--- config.mk ---
export PLATFORM = sky130hd
export DESIGN_NAME = ttcb_front
export DESIGN_NICKNAME = d
export VERILOG_FILES = /design/src/rtl/text_terminal_cell_buffer_assert.svh /design/src/rtl/ttcb_pkg.sv /design/src/rtl/ttcb_front.sv
export SDC_FILE = /design/constraint.sdc
export NUM_CORES = 1
export LEC_CHECK = 0
export BUFFER_PORTS_ARGS = -buffer_cell sky130_fd_sc_hd__buf_2
export CAP_MARGIN = 25
export CORE_AREA = 10 10 58 60
export DETAILED_ROUTE_END_ITERATION = 10
export DIE_AREA = 0 0 68 70
export GPL_ROUTABILITY_DRIVEN = 1
export PLACE_DENSITY = 0.79
export SYNTH_ARGS = -nofsm -noshare
export SYNTH_HDL_FRONTEND = slang
export SYNTH_SLANG_ARGS = --single-unit
--- constraint.sdc ---
create_clock -name vclk -period 2.7
set_input_delay 0.81 -clock vclk [all_inputs]
set_output_delay 0.81 -clock vclk [all_outputs]
set_load 0.01 [all_outputs]
--- src/rtl/text_terminal_cell_buffer_assert.svh ---
// Assertion macros for the terminal cell buffer
`ifndef TEXT_TERMINAL_CELL_BUFFER_ASSERT_SVH
`define TEXT_TERMINAL_CELL_BUFFER_ASSERT_SVH

`ifndef SYNTH
// condition must never hold
`define TTCB_ASSERT_NEVER(label, clk, rst, cond) \
   label: assert property (@(posedge clk) disable iff (rst) !(cond)) \
      else $error("ttcb assertion failed");
// antecedent implies consequent in the next cycle
`define TTCB_ASSERT_NEXT(label, clk, rst, ante, cons) \
   label: assert property (@(posedge clk) disable iff (rst) (ante) |=> (cons)) \
      else $error("ttcb assertion failed");
`else
`define TTCB_ASSERT_NEVER(label, clk, rst, cond)
`define TTCB_ASSERT_NEXT(label, clk, rst, ante, cons)
`endif

`endif

--- src/rtl/ttcb_pkg.sv ---
package ttcb_pkg;

   // geometry defaults
   localparam int DEF_MAX_COLUMNS = 128;
   localparam int DEF_MAX_ROWS    = 64;
   localparam int QUEUE_DEPTH     = 2;

   // register file
   localparam int CSR_DATA_W = 8;
   typedef enum logic [1:0] {
      CSR_COLUMNS   = 2'd0,
      CSR_ROWS      = 2'd1,
      CSR_TAB_WIDTH = 2'd2
   } csr_index_type;

   localparam logic [7:0] RESET_COLUMNS   = 8'd80;
   localparam logic [6:0] RESET_ROWS      = 7'd25;
   localparam logic [4:0] RESET_TAB_WIDTH = 5'd3;

   // opcodes
   localparam logic [1:0] OP_CHAR = 2'd0;
   localparam logic [1:0] OP_NAV  = 2'd1;
   localparam logic [1:0] OP_READ = 2'd2;

   // character codes
   localparam logic [15:0] CODE_BS    = 16'd8;
   localparam logic [15:0] CODE_TAB   = 16'd9;
   localparam logic [15:0] CODE_LF    = 16'd10;
   localparam logic [15:0] CODE_CR    = 16'd13;
   localparam logic [15:0] CODE_ESC   = 16'd27;
   localparam logic [15:0] SPACE_CODE = 16'h0020;

   // navigation keys
   localparam logic [3:0] NAV_HOME   = 4'd0;
   localparam logic [3:0] NAV_END    = 4'd1;
   localparam logic [3:0] NAV_PGUP   = 4'd2;
   localparam logic [3:0] NAV_PGDN   = 4'd3;
   localparam logic [3:0] NAV_LEFT   = 4'd4;
   localparam logic [3:0] NAV_RIGHT  = 4'd5;
   localparam logic [3:0] NAV_UP     = 4'd6;
   localparam logic [3:0] NAV_DOWN   = 4'd7;
   localparam logic [3:0] NAV_DELETE = 4'd8;

   // classified work kinds
   typedef enum logic [3:0] {
      K_NONE,
      K_PRINT,
      K_BS,
      K_TAB,
      K_LF,
      K_CR,
      K_ESC,
      K_NAV,
      K_READ
   } ttcb_kind_type;

   typedef struct packed {
      ttcb_kind_type kind;
      logic [15:0]   code;
      logic [15:0]   reps;
      logic [3:0]    nav_key;
      logic [6:0]    rcol;
      logic [5:0]    rrow;
   } ttcb_job_type;

   typedef struct packed {
      logic         valid;
      ttcb_job_type job;
   } ttcb_q_status_type;

endpackage

--- src/rtl/ttcb_front.sv ---
module ttcb_front (
   input  logic                  start,
   input  logic                  q_full,
   input  logic                  clearing,
   output logic                  busy,
   output logic                  push,
   output ttcb_pkg::ttcb_job_type push_job,
   input  logic [1:0]            req_opcode,
   input  logic [15:0]           req_char_code,
   input  logic [15:0]           req_repeat_count,
   input  logic [3:0]            req_nav_key,
   input  logic [6:0]            req_read_column,
   input  logic [5:0]            req_read_row
);
   import ttcb_pkg::*;

   ttcb_kind_type kind;

   // accept when queue has room and no clearing pass runs
   assign busy = q_full | clearing;
   assign push = start & ~busy;

   // classify the transaction
   always_comb begin
      kind = K_NONE;
      priority if (req_opcode == OP_CHAR) begin
         priority if (req_repeat_count == 16'd0) kind = K_NONE;
         else if (req_char_code == CODE_BS)      kind = K_BS;
         else if (req_char_code == CODE_TAB)     kind = K_TAB;
         else if (req_char_code == CODE_LF)      kind = K_LF;
         else if (req_char_code == CODE_CR)      kind = K_CR;
         else if (req_char_code == CODE_ESC)     kind = K_ESC;
         else                                    kind = K_PRINT;
      end else if (req_opcode == OP_NAV) begin
         kind = K_NAV;
      end else if (req_opcode == OP_READ) begin
         kind = K_READ;
      end else begin
         kind = K_NONE;
      end
   end

   always_comb begin
      push_job.kind    = kind;
      push_job.code    = req_char_code;
      push_job.reps    = req_repeat_count;
      push_job.nav_key = req_nav_key;
      push_job.rcol    = req_read_column;
      push_job.rrow    = req_read_row;
   end

endmodule

==> flow_metrics.tcl <==
set metrics [dict create \
    drive_above_1_share 0.838 \
    dr.pass1.iters 1 \
    antenna_cells 0 \
    seqPwrFrac 0 \
    timing.final.ws_setup_ns -0.0837 \
    area_delta_synth_final_pct 28.0 \
    core_area_um2 2340 \
    post-route-min-period_ns 2.78 \
    status "finished with violations" \
    n_clock_buffer 0 \
    grt_max_degree 7 \
    hold_viol_final 0 \
    wl_per_cell_um 15.3 \
    die_h_um 70 \
    overflow 0 \
    ys_warn_count 0 \
    worstHoldPathType "primary input to primary output" \
    nFlopsAndLatches 0 \
    netSwitchingPower_mw 0.0534 \
    failed_checks "setup timing" \
    power_leakage_nw 0.392 \
    pwr-share-comb 1.000 \
    ys_types 19 \
    fin_util 0.303 \
    setup_viol 2 \
    critPathArrivalTime_ns 1.97 \
    syn_area_um2 554 \
    hold_ws_ns 1.62 \
    hold_buffers 0 \
    layout.area.seq_um2 0 \
    vias 576 \
    worstSetupPathType "primary input to primary output" \
    drt-total-wl_um 2070 \
    drt-initial-drc-count 0 \
    port_buffers 75 \
    fp-row-count 18 \
    grt_pass1_wl_um 2890 \
    crit_required_ns 1.89 \
    final.period_utilization 1.03 \
    grt_pass1_vias 607 \
    synth.most_common_cell "buf_4" \
    startpoint_type "primary input" \
    max_freq_mhz 359 \
    ir_drop_mv 0.0676 \
    mappedNetlistNets 129 \
    worst_setup_path_end_kind "primary output" \
    die-width_um 68 \
    dp_hpwl_um 1930 \
    grt_util_all_layers 0.0725 \
    avgSynthCellArea_um2 7.39 \
    syn_inst 75 \
    nets 161 \
    rsz0062_at_grt "true" \
    antenna_found_initial 0 \
    intPower_mw 0.0552 \
    io_pins 109 \
    drc 0 \
    routed_via_density 4.27 \
    synth_commonest_cells "49 x buf_4, 4 x nor4_1" \
    antenna_left 0 \
    start_util 0.237 \
    switching_share 0.492 \
    setup_tns_ns -0.115 \
    p_clk_frac 0 \
    design_area_um2 709 \
    synth_top_cell_area_share 0.664 \
    p_per_area_nw_per_um2 153 \
    max_cap_viol_count 0 \
    ys_top_cells_by_area "buf_4 66%, nor4_1 4.5%, nor4_2 4.5%" \
    post-place-ws_ns -0.176 \
    yosysSeqAreaShare 0 \
    synth_top_area_cell "buf_4" \
    worst_slew_pin_slew_ns 0.272 \
    place_area_um2 622 \
    path_max_fanout 2 \
    die-area_um2 4760 \
    max_slew_margin 0.817 \
    drv_slew 0 \
    gp_congestion 0.700 \
]
[area by class of cell]
class / count / area (µm²)
inverters: 1 / 3.75
repair buffers: 79 / 440
multi-input cells: 25 / 228
fillers: 277 / 1630
well taps: 30 / 37.5
[path summary, 6_finish.rpt]
path,start,to,slack (ns),cells past startpoint
max,req_char_code[10],push_job[50],-0.08,6
min,req_nav_key[0],push_job[13],1.62,0
[routing by layer]
metal  share of wire  GRT usage  routed length (µm)  up-vias
li1                -          -                   -      268
met1            0.24     0.0526                 491      245
met2            0.45      0.133                 939       63
met3            0.31     0.0766                 634        0
met4               0          0                   0        0
met5               0          0                   0        -
[repair_timing]
action / CTS / global route
setup buffers: 1 / 0
endpoints found under the setup margin: 2 / 3
pin swaps: 6 / 4
resized for setup: 9 / 7
[cell usage in the layout, fill, tap and decap left out]
cell type,netlist,final
nor4_1,4,4
nor2_1,2,2
o31ai_2,1,1
a21oi_1,1,1
o21a_1,2,2
buf_4,49,4
buf_8,0,1
nor4_4,0,2
buf_6,0,4
nor2b_1,1,1
nand3_2,0,1
nand3_1,2,1
or2_2,1,1
or3_4,0,1
buf_2,0,70
nor4b_4,0,1
o22a_1,1,1
nor3_2,0,1
and3b_1,1,1
nand2b_1,1,1
o21ai_1,0,1
inv_1,1,1
o21ai_2,0,1
a41o_1,1,1
[kinds of logic after synthesis]
logic type,count (synthesis),share of synthesized area
buffers and inverters,50,0.670
AND/OR/NAND/NOR,17,0.219
AO/OA/AOI/OAI,8,0.111
[power by group through the flow]
stage | clock network, mW | registers [mW] | logic (mW)
2_1_floorplan | 0 | 0 | 0.0899
3_3_place_gp | 0 | 0 | 0.0983
3_5_place_dp | 0 | 0 | 0.0996
4_1_cts | 0 | 0 | 0.106
5_1_grt | 0 | 0 | 0.119
6_report | 0 | 0 | 0.109
[metrics by stage]
stage	total power, mW	instances
finish	0.109	135
global route	0.119	135
CTS	0.106	135
detailed placement	0.0996	134
global placement	0.0983	134
floorplan	0.0899	75
[critical path: stages]
cell     delay (ns)
buf_8          0.10
nor4_4         0.27
nand3_2        0.11
or3_4          0.35
o31ai_2        0.17
buf_2          0.17
No activity file was read; power rests on OpenSTA's default activity.
