**src/rtl/text_terminal_cell_buffer_assert.svh**
```systemverilog
// Assertion macros for the terminal cell buffer
`ifndef TEXT_TERMINAL_CELL_BUFFER_ASSERT_SVH
`define TEXT_TERMINAL_CELL_BUFFER_ASSERT_SVH

`ifndef SYNTH
// condition must never hold
`define TTCB_ASSERT_NEVER(label, clk, rst, cond) \
   label: assert property (@(posedge clk) disable iff (rst) !(cond)) \
      else $error("ttcb assertion failed");
// antecedent implies consequent in the next cycle
`define TTCB_ASSERT_NEXT(label, clk, rst, ante, cons) \
   label: assert property (@(posedge clk) disable iff (rst) (ante) |=> (cons)) \
      else $error("ttcb assertion failed");
`else
`define TTCB_ASSERT_NEVER(label, clk, rst, cond)
`define TTCB_ASSERT_NEXT(label, clk, rst, ante, cons)
`endif

`endif

```
**src/rtl/ttcb_pkg.sv**
```systemverilog
package ttcb_pkg;

   // geometry defaults
   localparam int DEF_MAX_COLUMNS = 128;
   localparam int DEF_MAX_ROWS    = 64;
   localparam int QUEUE_DEPTH     = 2;

   // register file
   localparam int CSR_DATA_W = 8;
   typedef enum logic [1:0] {
      CSR_COLUMNS   = 2'd0,
      CSR_ROWS      = 2'd1,
      CSR_TAB_WIDTH = 2'd2
   } csr_index_type;

   localparam logic [7:0] RESET_COLUMNS   = 8'd80;
   localparam logic [6:0] RESET_ROWS      = 7'd25;
   localparam logic [4:0] RESET_TAB_WIDTH = 5'd3;

   // opcodes
   localparam logic [1:0] OP_CHAR = 2'd0;
   localparam logic [1:0] OP_NAV  = 2'd1;
   localparam logic [1:0] OP_READ = 2'd2;

   // character codes
   localparam logic [15:0] CODE_BS    = 16'd8;
   localparam logic [15:0] CODE_TAB   = 16'd9;
   localparam logic [15:0] CODE_LF    = 16'd10;
   localparam logic [15:0] CODE_CR    = 16'd13;
   localparam logic [15:0] CODE_ESC   = 16'd27;
   localparam logic [15:0] SPACE_CODE = 16'h0020;

   // navigation keys
   localparam logic [3:0] NAV_HOME   = 4'd0;
   localparam logic [3:0] NAV_END    = 4'd1;
   localparam logic [3:0] NAV_PGUP   = 4'd2;
   localparam logic [3:0] NAV_PGDN   = 4'd3;
   localparam logic [3:0] NAV_LEFT   = 4'd4;
   localparam logic [3:0] NAV_RIGHT  = 4'd5;
   localparam logic [3:0] NAV_UP     = 4'd6;
   localparam logic [3:0] NAV_DOWN   = 4'd7;
   localparam logic [3:0] NAV_DELETE = 4'd8;

   // classified work kinds
   typedef enum logic [3:0] {
      K_NONE,
      K_PRINT,
      K_BS,
      K_TAB,
      K_LF,
      K_CR,
      K_ESC,
      K_NAV,
      K_READ
   } ttcb_kind_type;

   typedef struct packed {
      ttcb_kind_type kind;
      logic [15:0]   code;
      logic [15:0]   reps;
      logic [3:0]    nav_key;
      logic [6:0]    rcol;
      logic [5:0]    rrow;
   } ttcb_job_type;

   typedef struct packed {
      logic         valid;
      ttcb_job_type job;
   } ttcb_q_status_type;

endpackage

```
**src/rtl/ttcb_queue.sv**
```systemverilog
module ttcb_queue (
   input  logic                        clock,
   input  logic                        reset,
   input  logic                        push,
   input  ttcb_pkg::ttcb_job_type      push_job,
   input  logic                        pop,
   output logic                        full,
   output ttcb_pkg::ttcb_q_status_type status
);
   import ttcb_pkg::*;

   localparam int PW = (QUEUE_DEPTH > 1) ? $clog2(QUEUE_DEPTH) : 1;
   localparam int CW = $clog2(QUEUE_DEPTH + 1);

   ttcb_job_type    entry_ff [QUEUE_DEPTH];
   logic [PW-1:0]   wr_ptr_ff, wr_ptr_in;
   logic [PW-1:0]   rd_ptr_ff, rd_ptr_in;
   logic [CW-1:0]   count_ff, count_in;
   logic            do_push, do_pop;

   assign full     = (count_ff == CW'(QUEUE_DEPTH));
   assign do_push  = push & ~full;
   assign do_pop   = pop & (count_ff != '0);
   assign status.valid = (count_ff != '0);
   assign status.job   = entry_ff[rd_ptr_ff];

   // pointer and fill tracking
   always_comb begin
      wr_ptr_in = wr_ptr_ff;
      rd_ptr_in = rd_ptr_ff;
      count_in  = count_ff;
      if (do_push) begin
         wr_ptr_in = (wr_ptr_ff == PW'(QUEUE_DEPTH - 1)) ? '0 : wr_ptr_ff + PW'(1);
      end
      if (do_pop) begin
         rd_ptr_in = (rd_ptr_ff == PW'(QUEUE_DEPTH - 1)) ? '0 : rd_ptr_ff + PW'(1);
      end
      if (do_push && !do_pop) begin
         count_in = count_ff + CW'(1);
      end else if (do_pop && !do_push) begin
         count_in = count_ff - CW'(1);
      end
   end

   always_ff @(posedge clock) begin
      if (reset) begin
         wr_ptr_ff <= '0;
         rd_ptr_ff <= '0;
         count_ff  <= '0;
      end else begin
         wr_ptr_ff <= wr_ptr_in;
         rd_ptr_ff <= rd_ptr_in;
         count_ff  <= count_in;
      end
   end

   // entry storage
   always_ff @(posedge clock) begin
      if (do_push) begin
         entry_ff[wr_ptr_ff] <= push_job;
      end
   end

endmodule

```
**config.mk**
```make
export PLATFORM = sky130hd
export DESIGN_NAME = ttcb_queue
export DESIGN_NICKNAME = d
export VERILOG_FILES = /design/src/rtl/text_terminal_cell_buffer_assert.svh /design/src/rtl/ttcb_pkg.sv /design/src/rtl/ttcb_queue.sv
export SDC_FILE = /design/constraint.sdc
export NUM_CORES = 1
export LEC_CHECK = 0
export ABC_CLOCK_PERIOD_IN_PS = 2300
export BUFFER_PORTS_ARGS = -buffer_cell sky130_fd_sc_hd__buf_2
export CAP_MARGIN = 20
export CORE_MARGIN = 2
export CORE_UTILIZATION = 46
export DETAILED_ROUTE_END_ITERATION = 16
export PLACE_DENSITY = 0.73
export SKIP_LAST_GASP = 1
export SLEW_MARGIN = 20
export SYNTH_ARGS = -nofsm -noshare
export SYNTH_HDL_FRONTEND = slang
export SYNTH_SLANG_ARGS = --single-unit
```
**constraint.sdc**
```tcl
create_clock -name clock -period 2.3 [get_ports clock]
set_clock_uncertainty 0.2 [all_clocks]
set_input_delay 0.46 -clock clock [delete_from_list [all_inputs] [get_ports clock]]
set_output_delay 0.46 -clock clock [all_outputs]
set_load 0.005 [all_outputs]
```
==> impl_results.md, run 1 <==
* Endpoints failing setup at 0
* CP startpoint kind: flip-flop
* Crit-path slowest cell: mux2_2
* CP delay by family, top: buffers and inverters
* Total Neg Setup Slack at 0 ns
* Post-CTS setup buffer count at 0
* Tightest Hold Check Type: in -> reg
* DIE HEIGHT at 97.7 µm
* PortBufs at 111
* Routed wire length at 6.59 mm
* Core area at 8640 µm²
* Post-synth top flop: edfxtp_1
* Post-Syn Instances at 190
* TritonRoute pass-1 iters at 4
* Fmax achieved at 0.473 GHz
* CTS Buffer Depth at 2
* RSZ-0062 raised after global routing: no
* Post-CTS sizing at 0
* Max-cap viol count at 0
* DRC violations left at 0
* Post-synthesis sequential area ratio at 81.3%
* Synthesized flop and latch total at 111
* Synth Cell Area at 4040 µm²
* Syn avg cell area at 21.3 µm²
* NumNets Final at 370
* Leak Pwr at 1.85 nW
* CTS tree: built
* Initial core utilization at 46.8%
* Total GRT Usage at 14.4%
* Layout cell share with drive strength beyond 1 at 59.9%
* H-Tree Depth at 3
* GPL Wtd Cong at 0.684
* Die ar. at 9540 µm²
* Required @ worst endpoint at 1.64 ns
* Initial antenna violation count at 0
* Critical path class: reg -> out
* Clock transition at path regs at 0.10 ns
* Final Cycle Share at 92.0%
* Synth area leader: edfxtp_1
* Number of routed nets with antenna violations at 0
* Critical path cell sequence: buf_4, mux2_2, buf_2
* DRT iter0 DRCs at 53
* Most frequent cells after synthesis: edfxtp_1 (106), mux2_2 (53), dfxtp_1 (5)
* Async set or reset register ratio after synthesis at 0%
* PwrDens at 993 nW/µm²
* Critical Path AT at 1.46 ns
* Post-synth EDFFs at 106
* First-pass GRT wire length at 10.6 mm
* Routed vias at 2114
* Hold Fails Final Rpt at 0
* Maximum VDD drop at 0.579 mV
* Cts hold-fix bufs at 0
* Routed wire per std cell at 15.5 µm
* Number of CTS-inserted buffers at 9
* Slew Limit Fails at 0
* Area Growth Syn to Fin at 22.9%
* Total power at 4.93 mW
* IO Pins at 112
* Clk_lat worst skew at 0.35 ns
* Vias in the first global route at 2249
* Final min period at 2.12 ns
* Vias per inst at 4.97
* Net count after synthesis at 248
* Fillers at 691
* Count leader, synth: edfxtp_1
* Status: completed
* Row count at 34
* Share of the synthesized area in the top cell type at 78.8%
* Die X at 97.7 µm
* Worst Max-Slew Pin Slew at 0.356 ns
* Root buf cell: clkbuf_8
* Largest cells by area after synthesis: edfxtp_1 (79%), mux2_2 (15%), dfxtp_1 (2.5%)
* Buf+Inv Stages, Crit Path at 2
* Clk sink count at 111
* Worst setup EP type: output pin
* CP max FO at 15
* Hpwl dp at 4.38 mm
* Synth warn at 0
* Worst path max stage delay at 0.37 ns
* N_diodes at 0
* Cell variety after synth at 15
* Largest net degree at the start of global routing at 39
* Total grt overflow at 0
* Rel. slew slack at 76.0%
==> cells in the final DEF, fill, tap and decap left out, types with 2 or more instances in the layout <==
cell type / count
mux2_2: 53
nor2_1: 4
buf_4: 2
a21oi_1: 2
edfxtp_1: 106
inv_6: 2
clkbuf_8: 9
dfxtp_1: 4
buf_2: 111
o21ai_0: 3
clkinv_2: 2
xor2_1: 3
buf_12: 4
or3_1: 2
clkinvlp_4: 2
==> power breakdown <==
group          internal, mW  switching (mW)
combinational         0.687           0.606
clock                 0.401           0.622
sequential             2.54          0.0764
==> kinds of logic after synthesis <==
group | after synthesis | synth area share [%]
buffers and inverters | 8 | 1.12
multiplexers | 53 | 14.8
AO/OA/AOI/OAI | 5 | 0.620
adder cells (fa/ha/maj) | 1 | 0.310
XOR/XNOR | 3 | 0.651
flip-flops | 111 | 81.3
AND/OR/NAND/NOR | 9 | 1.21
==> cell type report <==
type | count | area (µm²) | share of cell area [%]
sequential | 111 | 3280 | 66.2
multi-input combinational | 71 | 711 | 14.3
timing repair buffer | 117 | 651 | 13.1
tap | 108 | 135 | 2.72
clock buffer | 10 | 128 | 2.57
clock inverter | 6 | 43.8 | 0.882
inverter | 2 | 11.3 | 0.227
==> routing by layer <==
metal,GRT usage [%],wire (µm),vias up
met3,4.46,419,7
met5,0,0,-
met2,24.1,3370,82
met4,4.17,51,0
met1,18.0,2750,1043
li1,-,-,982
==> path summary, 6_finish.rpt <==
check	start	end	slack, ns	depth (start not counted)
setup reg to reg	count_ff[0]$_SDFFE_PP0P_	count_ff[1]$_SDFFE_PP0P_	0.51	4
setup / recovery	flip-flop	status[52]	0.18	3
hold reg to reg	wr_ptr_ff$_SDFFE_PP0N_	wr_ptr_ff$_SDFFE_PP0N_	0.30	2
hold / removal	push_job[48]	entry_ff[1][48]$_DFFE_PP_	0.08	1
==> state kept, by name, indices dropped and copies added (netlist names), named ones only <==
signal and count:
entry_ff 106, rd_ptr_ff 1, wr_ptr_ff 1, count_ff 2
==> through the flow <==
| stage | cell area [µm²] | utilization [%] | worst slack, ns | hold slack (ns) | std cells |
|---|---|---|---|---|---|
| finish | 4960 | 57.5 | 0.185 | 0.0786 | 425 |
| detailed placement | 4790 | 55.5 | 0.428 | 0.279 | 409 |
| global placement | 4790 | 55.5 | 0.450 | 0.273 | 409 |
| CTS | 4960 | 57.5 | 0.149 | 0.0689 | 425 |
| global route | 4960 | 57.5 | 0.0933 | 0.0570 | 425 |
| floorplan | 4040 | - | 0.248 | 0.252 | 190 |
(Power assumes the default switching activity.)
==> run 2, diff against run 1 <==
--- a/config.mk
+++ b/config.mk
@@ -11,6 +11,7 @@
 export CORE_MARGIN = 2
 export CORE_UTILIZATION = 46
 export DETAILED_ROUTE_END_ITERATION = 16
+export GPL_TIMING_DRIVEN = 0
 export PLACE_DENSITY = 0.73
 export SKIP_LAST_GASP = 1
 export SLEW_MARGIN = 20
==> run 2 against run 1 <==
Net effect:
- die area stayed put
- design area hardly changed
- final cell count is 0.24% higher
- via count is 1.5% lower
- maximum frequency is 4.7% lower
- combinational power hardly changed
- power is 1.9% higher
- critical path depth is 1 higher
- critical path type unchanged
- critical endpoint is now status[2]
- largest power group unchanged
- highest routed layer unchanged
==> impl_results.md, run 2 (synthesis gave the netlist of run 1 again) <==
* Critical path cell sequence: clkbuf_4, buf_4, mux2_2, buf_2
* Core area at 8640 µm² (unchanged)
* Dpl cells at 410 (+0.24%)
* DRC violations left at 0 (unchanged)
* Largest net degree at the start of global routing at 54 (+38%)
* Initial core utilization at 46.8% (unchanged)
* Routed vias at 2083 (-1.5%)
* GPL Wtd Cong at 0.663 (-3.0%)
* Number of CTS-inserted buffers at 9 (unchanged)
* CP startpoint kind: flip-flop
* CP delay by family, top: buffers and inverters
* Clk sink count at 111 (unchanged)
* Final core occ at 57.4% (about the same)
* Total GRT Usage at 14.3% (-0.029 points)
* Vias in the first global route at 2227 (-0.98%)
* Flop pwr share at 51.9% (-1.1 points)
* Slew Limit Fails at 0 (unchanged)
* Initial antenna violation count at 0 (unchanged)
* Final min period at 2.22 ns (+0.103 ns)
* Max-cap viol count at 0 (unchanged)
* Fmax achieved at 0.451 GHz (-4.7%)
* Max FFs per register at 106 (unchanged)
* DRT iter0 DRCs at 70 (+32%)
* Leak Pwr at 1.85 nW (about the same)
* Buf+Inv Stages, Crit Path at 3 (+1)
* Hpwl dp at 4.33 mm (-1.1%)
* NumNets Final at 372 (+0.54%)
* Layout cell share with drive strength beyond 1 at 59.4% (-0.50 points)
* DIE HEIGHT at 97.7 µm (unchanged)
* Die ar. at 9540 µm² (unchanged)
* Commonest cells after routing, fill and taps aside: buf_2 (111), edfxtp_1 (106), mux2_2 (53), clkbuf_8 (9), dfxtp_1 (5)
* PwrDens at 1010 nW/µm² (+2.0%)
* Row count at 34 (unchanged)
* Critical Path AT at 1.56 ns (+0.10 ns)
* Worst Max-Slew Pin Slew at 0.744 ns (+0.389 ns)
* Number of routed nets with antenna violations at 0 (unchanged)
* Non-Filler Instances at 426 (+0.24%)
* Top reg by flops: entry_ff
* Total grt overflow at 0 (unchanged)
* IO Pins at 112 (unchanged)
* Final Cycle Share at 96.4% (+4.5 points)
* Most common cell after layout, fill and taps aside: buf_2
* Clk_lat worst skew at 0.34 ns (about the same)
* TritonRoute pass-1 iters at 4 (unchanged)
* Die X at 97.7 µm (unchanged)
* Clock transition at path regs at 0.11 ns (about the same)
* Vias per inst at 4.89 (-1.7%)
* Required @ worst endpoint at 1.64 ns (about the same)
* Status: completed
* Tightest Hold Check Type: in -> reg
* N_diodes at 0 (unchanged)
* Rel. slew slack at 50.4% (-26 points)
* Fillers at 705 (+2.0%)
* Top Registers: entry_ff x106, count_ff x2
* Area Growth Syn to Fin at 22.9% (about the same)
* PortBufs at 111 (unchanged)
* Crit-path slowest cell: mux2_2
* Hold Fails Final Rpt at 0 (unchanged)
* Maximum VDD drop at 0.774 mV (+34%)
* Critical path class: reg -> out
* RSZ-0062 raised after global routing: yes
* First-pass GRT wire length at 10.6 mm (about the same)
* Root buf cell: clkbuf_8
* Endpoints failing setup at 0 (unchanged)
* CTS tree: built
* Gate power share at 25.8% (-0.4 points)
* Routed wire length at 6.75 mm (+2.4%)
* Pint at 3.72 mW (+2.7%)
* Reg-to-reg setup timing slack at 0.19 ns (-0.32 ns)
* Worst setup EP type: output pin
* Total Neg Setup Slack at 0 ns (unchanged)
* CTS Buffer Depth at 2 (unchanged)
* H-Tree Depth at 3 (unchanged)
* CP max FO at 10 (-5)
* Psw at 1.30 mW (about the same)
* Switching Share at 26.0% (-0.52 points)
* Routed wire per std cell at 15.8 µm (+2.2%)
* Clock Power Share at 22.3% (+1.6 points)
* Worst path max stage delay at 0.36 ns (about the same)
-- run 2: cell count changes in the layout (fill, tap and decap cells not counted) --
cell	before	now
dfxtp_1	4	5
clkinv_2	2	0
inv_6	2	1
bufinv_16	0	1
and2_4	0	1
clkinvlp_2	0	1
buf_4	2	3
and2_2	1	0
clkbuf_4	0	1
buf_12	4	1
clkinv_1	0	1
buf_6	0	2
dfxtp_2	1	0
-- run 2: metrics by stage --
stage / area, µm² / hold WS [ns] / power, mW / setup WS, ns
floorplan: 4040 / 0.252 / 3.41 / 0.248
global placement: 4730 / 0.270 / 3.91 / -0.351
detailed placement: 4750 / 0.301 / 3.95 / 0.0175
CTS: 4950 / 0.0706 / 5.07 / 0.0126
global route: 4960 / 0.0676 / 5.28 / -0.0166
finish: 4960 / 0.0847 / 5.02 / 0.0817
-- run 2: power by group through the flow --
stage                     registers (mW)  logic, mW  clock network, mW
after floorplan                     2.64      0.769                  0
after global placement              2.65       1.26                  0
after detailed placement            2.66       1.29                  0
after CTS                           2.61       1.31               1.15
after global routing                2.63       1.43               1.21
final                               2.61       1.30               1.12
-- run 2: worst paths after layout --
kind	end	cells after the start	start
hold / removal	entry_ff[1][35]$_DFFE_PP_	1	push_job[35]
hold reg to reg	flip-flop	2	rd_ptr_ff$_SDFFE_PP0P_
setup reg to reg	entry_ff[0][26]$_DFFE_PP_	3	count_ff[1]$_SDFFE_PP0P_
setup / recovery	status[2]	4	flip-flop
-- run 2: worst reg2reg max path: cells and delay by family (launching register included) --
kind	cells	cell delay (ns)
buf+inv	1	0.62
flops	1	0.38
simple gates	2	0.48
-- run 2: repair_timing --
item,CTS,global route
gates resized for setup,2,3
setup buffers,0,0
gates cloned,0,1
endpoints found under the setup margin,20,77
endpoints found under the hold margin,0,0
hold buffers,0,0
-- run 2: layout make-up --
cell class | count | area, µm² | share of cell area (%)
Inverter | 2 | 11.3 | 0.227
Buffer | 6 | 52.6 | 1.06
Timing Repair inverter | 1 | 5.00 | 0.101
Timing Repair Buffer | 112 | 576 | 11.6
Multi-Input combinational cell | 71 | 712 | 14.4
Tap cell | 108 | 135 | 2.72
Sequential cell | 111 | 3280 | 66.2
Clock buffer | 10 | 128 | 2.57
Clock inverter | 5 | 58.8 | 1.19
-- run 2: metal layers --
metal | track usage [%] | routed length [µm] | up-vias
met5 | 0 | 0 | -
met4 | 4.81 | 56 | 0
met3 | 4.10 | 388 | 5
met2 | 24.5 | 3360 | 74
met1 | 17.5 | 2940 | 1021
li1 | - | - | 983
==> run 3, diff against run 2 <==
--- a/config.mk
+++ b/config.mk
@@ -13,6 +13,7 @@
 export DETAILED_ROUTE_END_ITERATION = 16
 export GPL_TIMING_DRIVEN = 0
 export PLACE_DENSITY = 0.73
+export REMOVE_ABC_BUFFERS = 1
 export SKIP_LAST_GASP = 1
 export SLEW_MARGIN = 20
 export SYNTH_ARGS = -nofsm -noshare
==> run 3 against run 2 <==
Net effect:
- first-iteration DRC count shrank 7.1%
- register-to-register slack gained 0.10 ns
- via count shrank 0.48%
- critical path depth shrank 1
- wire length shrank 0.56%
- die area is the same
- largest cell class unchanged
==> impl_results.md, run 3 (synthesis gave the netlist of run 1 again) <==
* Routed wire length at 6.71 mm (-0.56%)
* Leak Pwr at 1.85 nW (-0.28%)
* Buf+Inv Stages, Crit Path at 2 (-1)
* Die ar. at 9540 µm² (unchanged)
* First-pass GRT wire length at 10.7 mm (+0.72%)
* Worst Max-Slew Pin Slew at 0.693 ns (-0.0516 ns)
* Maximum VDD drop at 0.615 mV (-21%)
* Total GRT Usage at 14.4% (+0.12 points)
* CTS tree: built
* Critical Path AT at 1.43 ns (-0.13 ns)
* Hold Fails Final Rpt at 0 (unchanged)
* Clk sink count at 111 (unchanged)
* PortBufs at 111 (unchanged)
* Die X at 97.7 µm (unchanged)
* Root buf cell: clkbuf_8
* Top reg by flops: entry_ff
* DIE HEIGHT at 97.7 µm (unchanged)
* Hpwl dp at 4.06 mm (-6.3%)
* Largest net degree at the start of global routing at 54 (unchanged)
* Total power at 4.90 mW (-2.4%)
* Area Growth Syn to Fin at 22.4%
* Status: completed
* PwrDens at 992 nW/µm² (-2.0%)
* CTS Buffer Depth at 2 (unchanged)
* Non-Filler Instances at 425 (-0.23%)
* Row count at 34 (unchanged)
* Vias per inst at 4.88 (-0.25%)
* Total Neg Setup Slack at 0 ns (unchanged)
* H-Tree Depth at 3 (unchanged)
* RSZ-0062 raised after global routing: no
* Most common cell after layout, fill and taps aside: buf_2
* Dpl cells at 404 (-1.5%)
* Number of CTS-inserted buffers at 9 (unchanged)
* CP max FO at 26 (+16)
* Clk_lat worst skew at 0.34 ns (about the same)
* Required @ worst endpoint at 1.64 ns (about the same)
* Final Cycle Share at 91.1% (-5.4 points)
* IO Pins at 112 (unchanged)
* Max FFs per register at 106 (unchanged)
* Initial core utilization at 46.8% (unchanged)
* DRC violations left at 0 (unchanged)
* CP delay by family, top: flip-flops
* Top Registers: entry_ff x106, count_ff x2
* NumNets Final at 370 (-0.54%)
* Slew Limit Fails at 0 (unchanged)
* Final core occ at 57.2% (-0.22 points)
* Initial antenna violation count at 0 (unchanged)
* Layout cell share with drive strength beyond 1 at 59.3% (-0.13 points)
* TritonRoute pass-1 iters at 6 (+2)
* Critical path cell sequence: buf_12, mux2_2, buf_2
* GPL Wtd Cong at 0.721 (+8.8%)
* Fmax achieved at 0.477 GHz (+5.9%)
* Routed wire per std cell at 15.8 µm (-0.33%)
* DRT iter0 DRCs at 65 (-7.1%)
* CP startpoint kind: flip-flop
* Number of routed nets with antenna violations at 0 (unchanged)
* Worst path max stage delay at 0.39 ns (+0.03 ns)
* Core area at 8640 µm² (unchanged)
* Rel. slew slack at 53.8% (+3.4 points)
* Endpoints failing setup at 0 (unchanged)
* Crit-path slowest cell: dfxtp_4
* Clock transition at path regs at 0.10 ns (about the same)
* Total grt overflow at 0 (unchanged)
* Vias in the first global route at 2203 (-1.1%)
* Tightest Hold Check Type: in -> reg
* Commonest cells after routing, fill and taps aside: buf_2 (111), edfxtp_1 (106), mux2_2 (53), clkbuf_8 (9)
* Critical path class: reg -> out
* Area after DPL at 4720 µm² (-0.74%)
* Post-route cell area at 4940 µm² (-0.38%)
* Routed vias at 2073 (-0.48%)
* Max-cap viol count at 0 (unchanged)
* Worst setup EP type: output pin
* Final min period at 2.09 ns (-0.124 ns)
* N_diodes at 0 (unchanged)
## run 3: path summary, 6_finish.rpt
check	from	endpoint	slack (ns)	depth (start not counted)
max	flip-flop	status[4]	0.21	3
min	push_job[39]	entry_ff[0][39]$_DFFE_PP_	0.09	1
max reg2reg	count_ff[0]$_SDFFE_PP0P_	entry_ff[0][0]$_DFFE_PP_	0.29	3
min reg2reg	wr_ptr_ff$_SDFFE_PP0N_	wr_ptr_ff$_SDFFE_PP0N_	0.31	2
## run 3: repair_timing
action                     4_1_cts  5_1_grt
buffers inserted                 5        0
hold buffers                     0        0
gates resized for setup          0        0
setup endpoints to repair       53        0
## run 3: power breakdown
| group | switching (mW) | total, mW | leakage, nW | internal (mW) |
|---|---|---|---|---|
| combinational | 0.612 | 1.29 | 0.734 | 0.680 |
| sequential | 0.0799 | 2.62 | 1.03 | 2.54 |
| clock | 0.598 | 0.988 | 0.0813 | 0.390 |
## run 3: layout make-up
cell class / count / area [µm²]
multi-input combinational: 71 / 712
sequential: 111 / 3290
clock inverter: 6 / 37.5
inverter: 2 / 10.0
clock buffer: 10 / 128
timing repair buffer: 117 / 633
tap: 108 / 135
fill: 711 / 3690
## run 3: metrics by stage
step	setup slack (ns)	hold slack (ns)
finish	0.206	0.0950
global route	0.138	0.0763
CTS	0.194	0.0760
detailed placement	0.160	0.301
global placement	-1.05	0.270
floorplan	-0.220	0.252
## run 3: per-layer routing
metal | up-vias | track usage, % | wire length, µm
met5 | - | 0 | 0
met4 | 0 | 4.17 | 50
met3 | 6 | 3.88 | 405
met2 | 69 | 25.1 | 3440
met1 | 1015 | 17.8 | 2820
li1 | 983 | - | -
